**src/ess_pkg.sv**
```systemverilog
// ---------------------------------------------------------------------------
// Edge segment subdivider package
// Shared widths, beat layouts, register indexes and the command and status
// bundles that pass between the controller and the datapath.
// ---------------------------------------------------------------------------
package ess_pkg;

	// Field widths of one beat.
	localparam int COORD_W = 32;
	localparam int RAD_W   = 24;
	// Lane width: a coordinate difference needs one bit more than a coordinate.
	localparam int LANE_W  = COORD_W + 1;
	// Magnitude of a difference and the number of restoring divider steps.
	localparam int MAG_W     = COORD_W;
	localparam int DIV_STEPS = MAG_W;
	localparam int SQ_W      = 2 * MAG_W;
	localparam int SUM_W     = SQ_W + 2;
	localparam int DSQ_W     = 2 * RAD_W;
	localparam int LANES     = 4;
	localparam int CNT_W     = $clog2(DIV_STEPS);
	localparam int IDX_W     = 8;

	localparam int MAX_SIDES_DEF = 64;

	// Configuration register indexes.
	localparam logic [IDX_W-1:0] REG_SPLIT_MODE     = IDX_W'(0);
	localparam logic [IDX_W-1:0] REG_SEGMENT_LENGTH = IDX_W'(1);
	localparam logic [RAD_W-1:0] SEG_LEN_RESET      = RAD_W'(256);

	// Operand selection for the shared squaring multiplier.
	localparam logic [1:0] MUL_DX  = 2'd0;
	localparam logic [1:0] MUL_DY  = 2'd1;
	localparam logic [1:0] MUL_DZ  = 2'd2;
	localparam logic [1:0] MUL_DIV = 2'd3;

	// One edge as it travels in tdata, start_x in the lowest bits.
	typedef struct packed {
		logic        [RAD_W-1:0]   end_radius;
		logic signed [COORD_W-1:0] end_z;
		logic signed [COORD_W-1:0] end_y;
		logic signed [COORD_W-1:0] end_x;
		logic        [RAD_W-1:0]   start_radius;
		logic signed [COORD_W-1:0] start_z;
		logic signed [COORD_W-1:0] start_y;
		logic signed [COORD_W-1:0] start_x;
	} edge_t;

	// Commands from the controller to the datapath.
	typedef struct packed {
		logic       load_in;
		logic       mul_en;
		logic [1:0] mul_sel;
		logic       search_init;
		logic       search_step;
		logic       div_init;
		logic       div_step;
		logic       emit_init;
		logic       seg_load;
		logic       pass_load;
	} ess_cmd_t;

	// Status from the datapath to the controller.
	typedef struct packed {
		logic search_done;
		logic pass;
		logic seg_last;
		logic out_free;
	} ess_status_t;

endpackage

```
**src/ess_ctrl.sv**
```systemverilog
// ---------------------------------------------------------------------------
// Edge segment subdivider controller
// Sequences one edge through squaring, side count search, division and
// segment emission, or through squaring, search and a pass-through beat.
// ---------------------------------------------------------------------------
module ess_ctrl (
	input  logic                 clk,
	input  logic                 arst_n,
	input  logic                 in_valid,
	output logic                 in_ready,
	input  ess_pkg::ess_status_t status,
	output ess_pkg::ess_cmd_t    cmd
);
	import ess_pkg::*;

	typedef enum logic [8:0] {
		ST_IDLE   = 9'b000000001,
		ST_MUL    = 9'b000000010,
		ST_SINIT  = 9'b000000100,
		ST_SEARCH = 9'b000001000,
		ST_DECIDE = 9'b000010000,
		ST_DIV    = 9'b000100000,
		ST_EINIT  = 9'b001000000,
		ST_EMIT   = 9'b010000000,
		ST_PASS   = 9'b100000000
	} state_t;

	localparam logic [CNT_W-1:0] MUL_LAST = CNT_W'(4);
	localparam logic [CNT_W-1:0] DIV_LAST = CNT_W'(DIV_STEPS - 1);

	state_t           state_q, state_d;
	logic [CNT_W-1:0] cnt_q, cnt_d;

	// Next state and command decode.
	always_comb begin
		state_d  = state_q;
		cnt_d    = cnt_q;
		cmd      = '0;
		in_ready = 1'b0;
		unique case (state_q)
			ST_IDLE: begin
				in_ready = 1'b1;
				if (in_valid) begin
					cmd.load_in = 1'b1;
					cnt_d       = '0;
					state_d     = ST_MUL;
				end
			end
			ST_MUL: begin
				// Four squares issued; the last one, of the divisor, is stored in the final step.
				cmd.mul_en  = (cnt_q != MUL_LAST);
				cmd.mul_sel = cnt_q[1:0];
				cnt_d       = cnt_q + 1'b1;
				if (cnt_q == MUL_LAST) begin
					state_d = ST_SINIT;
				end
			end
			ST_SINIT: begin
				cmd.search_init = 1'b1;
				state_d         = ST_SEARCH;
			end
			ST_SEARCH: begin
				cmd.search_step = 1'b1;
				if (status.search_done) begin
					state_d = ST_DECIDE;
				end
			end
			ST_DECIDE: begin
				if (status.pass) begin
					state_d = ST_PASS;
				end else begin
					cmd.div_init = 1'b1;
					cnt_d        = '0;
					state_d      = ST_DIV;
				end
			end
			ST_DIV: begin
				cmd.div_step = 1'b1;
				cnt_d        = cnt_q + 1'b1;
				if (cnt_q == DIV_LAST) begin
					state_d = ST_EINIT;
				end
			end
			ST_EINIT: begin
				cmd.emit_init = 1'b1;
				state_d       = ST_EMIT;
			end
			ST_EMIT: begin
				if (status.out_free) begin
					cmd.seg_load = 1'b1;
					if (status.seg_last) begin
						state_d = ST_IDLE;
					end
				end
			end
			ST_PASS: begin
				if (status.out_free) begin
					cmd.pass_load = 1'b1;
					state_d       = ST_IDLE;
				end
			end
			default: begin
				state_d = ST_IDLE;
			end
		endcase
	end

	// State and step counter.
	always_ff @(posedge clk or negedge arst_n) begin
		if (!arst_n) begin
			state_q <= ST_IDLE;
			cnt_q   <= '0;
		end else begin
			state_q <= state_d;
			cnt_q   <= cnt_d;
		end
	end

endmodule

```
**config.mk**
```make
export PLATFORM = sky130hd
export DESIGN_NAME = ess_ctrl
export DESIGN_NICKNAME = d
export VERILOG_FILES = /design/src/ess_pkg.sv /design/src/ess_ctrl.sv
export SDC_FILE = /design/constraint.sdc
export NUM_CORES = 1
export LEC_CHECK = 0
export ABC_CLOCK_PERIOD_IN_PS = 1950
export BUFFER_PORTS_ARGS = -buffer_cell sky130_fd_sc_hd__buf_2
export CORE_MARGIN = 3
export CORE_UTILIZATION = 40
export CTS_CLUSTER_SIZE = 8
export DETAILED_ROUTE_END_ITERATION = 10
export SLEW_MARGIN = 20
export SYNTH_ARGS = -nofsm -noshare
export SYNTH_HDL_FRONTEND = slang
export SYNTH_SLANG_ARGS = --single-unit
```
**constraint.sdc**
```tcl
create_clock -name clk -period 1.95 [get_ports clk]
set_input_delay 0.0975 -clock clk [delete_from_list [all_inputs] [get_ports clk]]
set_output_delay 0.0975 -clock clk [all_outputs]
set_load 0.005 [all_outputs]
```
# Word level (Yosys, flattened, before mapping)
# Cells that the tools add are included.
# W data, S select, Z words.
[word_totals]
ff_bits = 14
input_bits = 7
output_inout_bits = 12
word_cells = 52
[classes]
n_addsub = 1
eq_ne = 20
muxes = 25
reduce_logical = 4
[ops]
columns = ["cell", "count"]
rows = [
  ["$pmux W9 S9", 1],
  ["$mux W9", 8],
  ["$ne A2 B2 Y1 const B", 8],
  ["$pmux W5 S3", 1],
  ["$mux W1", 12],
  ["$mux W5", 2],
  ["$eq A9 B1 Y1 const B", 1],
  ["$eq A9 B2 Y1 const B", 1],
  ["$eq A9 B3 Y1 const B", 1],
  ["$eq A9 B4 Y1 const B", 1],
  ["$eq A9 B5 Y1 const B", 1],
  ["$eq A9 B6 Y1 const B", 1],
  ["$eq A9 B7 Y1 const B", 1],
  ["$eq A9 B8 Y1 const B", 1],
  ["$eq A9 B9 Y1 const B", 1],
  ["$reduce_and A7 Y1", 1],
  ["$add A5 B1 Y5 const B", 1],
  ["$eq A5 B3 Y1 const B", 1],
  ["$eq A5 B5 Y1 const B", 1],
  ["$ne A5 B3 Y1 const B", 1],
  ["$mux W3", 1],
  ["$reduce_and A3 Y1", 1],
  ["$reduce_bool A3 Y1", 1],
  ["$reduce_or A2 Y1", 1],
]

# Logic depth before layout (Yosys ltp)
[depth]
word_depth = 4
ltp_mapped = 7
depth_no_buf = 7

# Least setup slack after synthesis
# Ideal clock, no wire load.
[synth_timing]
kind = "register to register"
from = "reg cnt_q[0]"
to = "reg state_q[4]"
arrival_time_ns = 1.717
t_required_ns = 1.831
slack_ns = 0.114
stages_incl_launch_ff = 8
n_path_buf = 0
period_less_slack_ns = 1.836
cell_sequence = "dfrtp_1 inv_1 ha_1 nor4bb_4 or3b_4 a2111oi_4 nor3b_2 and2_1"
[synth_between]
elab_chain_len = 3
word_cells_on_any_way = 5
classes_between = "eq/ne (4); reduce/logical (1)"
[synth_lines]
columns = ["element", "line", "text"]
rows = [
  ["start: declaration", "ess_ctrl.sv:32", "logic [CNT_W-1:0] cnt_q, cnt_d;"],
  ["start signal: assignment", "ess_ctrl.sv:115", "cnt_q <= cnt_d;"],
  ["$eq A5 B5 Y1 / $eq A5 B3 Y1 (equally long branches)", "ess_ctrl.sv:80, ess_ctrl.sv:54", ""],
  ["$ne A2 B2 Y1 (no source line)", "n/a", ""],
  ["$reduce_and A7 Y1 (no source line) *", "n/a", ""],
  ["end signal: assignment", "ess_ctrl.sv:114", "state_q <= state_d;"],
  ["end: declaration", "ess_ctrl.sv:31", "state_t state_q, state_d;"],
]
# Every way passes the cells marked *; elsewhere a longest branch is shown, timed or not.
# A chain may end at the register's enable or synchronous reset.

# Final worst setup path
[layout_timing]
from = "reg cnt_q[1]"
to = "reg state_q[8]"
# Same word-level chain as after synthesis.

==> results.ini <==
[synth]
yosysTopAreaCell=dfrtp_1
synth_top_area_share_pct=32.2
synth_area_um2=1010
postSynthCellCount=102
syn_area_per_cell_um2=9.91
ys_top_cells_by_area=dfrtp_1, nor4_4, ha_1
seq_area_frac_synth_pct=34.8
async_flop_share_pct=100
synth-seq-cells=14
ys_types=43
ys.flop_type=dfrtp_1
synth_edf_count=0
syn_nets=112
yosysWarningCount=0

[placed_design]
hpwl_um=1850
portBuffers=18
post-place-cells=148
gp_congestion=0.832
post-place-ws_ns=0.0407
dpl_cell_area_um2=1140

[floorplan]
num_io_pins=19
core-area_um2=2300
start_util_pct=44.0
rows=17
die-area_um2=3170
dieHeight_um=56.3
die_x_um=56.3

[sta]
hold_violations=0
max_slew_margin_pct=73.5
period_share_pct=98.8
fin_setup_tns_ns=0
tightest_slew_ns=0.395
setup_ws_ns=0.0242
rsz0062_at_grt=true
min_period_ns=1.93
clock_skew_ns=0.00471
finalMaxSlewViolations=0
fmax_mhz=519
setup_viol=0
finalHoldWorstSlack_ns=0.0965

[detailed_routing]
wire_per_inst_um=16.1
num_vias=883
drt-initial-drc-count=16
via_per_inst=5.62
wl_um=2530
dr.pass1.iters=4
remaining_drc_errors=0
final_antenna_net_count=0

[critical_path]
crit_chain=inv_2, ha_4, nor4bb_4, or3b_4, a2111oi_4, nor3b_2, buf_4, o21ai_2
cpLargestDelayFamily=simple AND/OR/NAND/NOR gates
crit_arrival_ns=2.16
critPathBufInv=2
crit_type=flip-flop to flip-flop
cp_slowest_stage_delay_ns=0.41
crit_slowest_cell=dfrtp_1
endpoint_kind=flip-flop
critPathLaunchType=flip-flop
worst_ep_required_time_ns=2.18
cp_max_fo=4

[grt]
grt_overflow=0
grt_pass1_wl_um=3980
grt_usage_pct=16.4
antenna_found_initial=0
grt_max_degree=15
grt_pass1_vias=815

[clocking]
cts_tree=yes
htreeDepth=1
insertion_delay_ns=0.29
clkSinkCount=14
numCtsBuffers=3
max-clock-path-buffers=2
clk_pin_slew_ns=0.10
ctsRootBufferMaster=clkbuf_4

[power]
peakVddDrop_mv=0.815
p_leak_nw=0.596
total_power_mw=1.43
power.density_nw_per_um2=1120

[min_path]
hold_class=input port to flip-flop

[cells_and_area]
fin_area_um2=1270
stdcell_count=157
antenna_cells=0
synthToLayoutAreaGrowth_pct=25.9
multiInputGateArea_um2=659
n_fill_cell=206
drive_gt1_share_pct=40.3
register_area_um2=352
utilization_pct=55.4
layout.nets=140

[run]
drv_cap=0

[run_status]
outcome=completed

sequential cells by signal, indices dropped and copies added, names as in the netlist:
signal   flops
cnt_q        5
state_q      9
area by class of cell:
type / instances / area share (%)
sequential: 14 / 27.6
tap: 28 / 2.75
inverter: 6 / 1.77
timing repair buffer: 28 / 13.2
clock buffer: 4 / 2.85
multi-input combinational: 77 / 51.8
routing by layer:
| layer | vias up | global-route usage, % | part of all wire (%) |
|---|---|---|---|
| li1 | 429 | - | - |
| met1 | 426 | 22.1 | 46 |
| met2 | 24 | 25.4 | 47 |
| met4 | 0 | 7.46 | 1.5 |
| met3 | 4 | 2.99 | 5.5 |
| met5 | - | 0 | 0 |
worst reg2reg max path: stages, from the launching register on:
cell       delay [ns]
dfrtp_1          0.41
inv_2            0.07
ha_4             0.15
nor4bb_4         0.16
or3b_4           0.39
a2111oi_4        0.34
nor3b_2          0.11
buf_4            0.15
o21ai_2          0.10
report_power, final:
part / internal, mW / switching (mW)
registers: 0.348 / 0.0884
clock network: 0.114 / 0.109
logic: 0.370 / 0.400
logic make-up (layout without fill, tap and decap cells):
logic type      Yosys count  after routing  share of synthesized area (%)
xor+xnor                  4              4                           3.47
flops                    14             14                           34.8
buf+inv                  11             38                           5.57
fa+ha+maj                 3              3                           3.71
simple gates             58             58                           40.8
compound gates           12             12                           11.6
path summary, 6_finish.rpt:
kind / startpoint / endpoint / slack [ns] / depth (start not counted)
max reg2reg: cnt_q[1]$_DFFE_PN0P_ / state_q[8]$_DFFE_PN0P_ / 0.02 / 8
max in group asynchronous: arst_n / state_q[0]$_DFFE_PN1P_ / 1.43 / 2
min in group asynchronous: arst_n / cnt_q[4]$_DFFE_PN0P_ / 0.23 / 2
max: cnt_q[1]$_DFFE_PN0P_ / state_q[8]$_DFFE_PN0P_ / 0.02 / 8
min: in_valid / state_q[0]$_DFFE_PN1P_ / 0.1 / 3
min reg2reg: cnt_q[0]$_DFFE_PN0P_ / cnt_q[0]$_DFFE_PN0P_ / 0.60 / 3
cells in the mapped netlist, drive strengths merged (2+ instances only):
| master | count |
|---|---|
| nand3b | 3 |
| ha | 3 |
| nand2b | 2 |
| nor4 | 5 |
| nand4 | 3 |
| xnor2 | 2 |
| and3 | 2 |
| nor2b | 2 |
| buf | 5 |
| xor2 | 2 |
| inv | 6 |
| nor3 | 4 |
| dfrtp | 13 |
| nand3 | 4 |
| nand2 | 7 |
| nor4b | 2 |
| o21ai | 2 |
| nor3b | 4 |
| a22o | 3 |
| nor2 | 10 |
| and2 | 3 |
| or2 | 2 |
what timing repair did:
item | CTS | global route
resized for setup | 1 | 10
hold buffers | 1 | 0
buffers inserted | 1 | 3
setup endpoints to repair | 2 | 8
pin swaps | 1 | 2
hold endpoints to repair | 14 | 0
layout by cell type (no fill, tap or decap), drive strengths merged, types with 2 or more instances in the layout:
master / Yosys / routed
dfrtp: 13 / 13
a22o: 3 / 3
ha: 3 / 3
buf: 5 / 27
or2: 2 / 2
nor3b: 4 / 4
nand3b: 3 / 3
clkbuf: 0 / 4
nor2b: 2 / 2
inv: 6 / 6
xnor2: 2 / 2
nor2: 10 / 10
nor3: 4 / 4
nand2: 7 / 7
nor4: 5 / 5
o21ai: 2 / 2
and3: 2 / 2
nor4b: 2 / 2
and2: 3 / 3
nand2b: 2 / 2
nand4: 3 / 3
xor2: 2 / 2
nand3: 4 / 4
No activity file was read; power rests on OpenSTA's default activity.
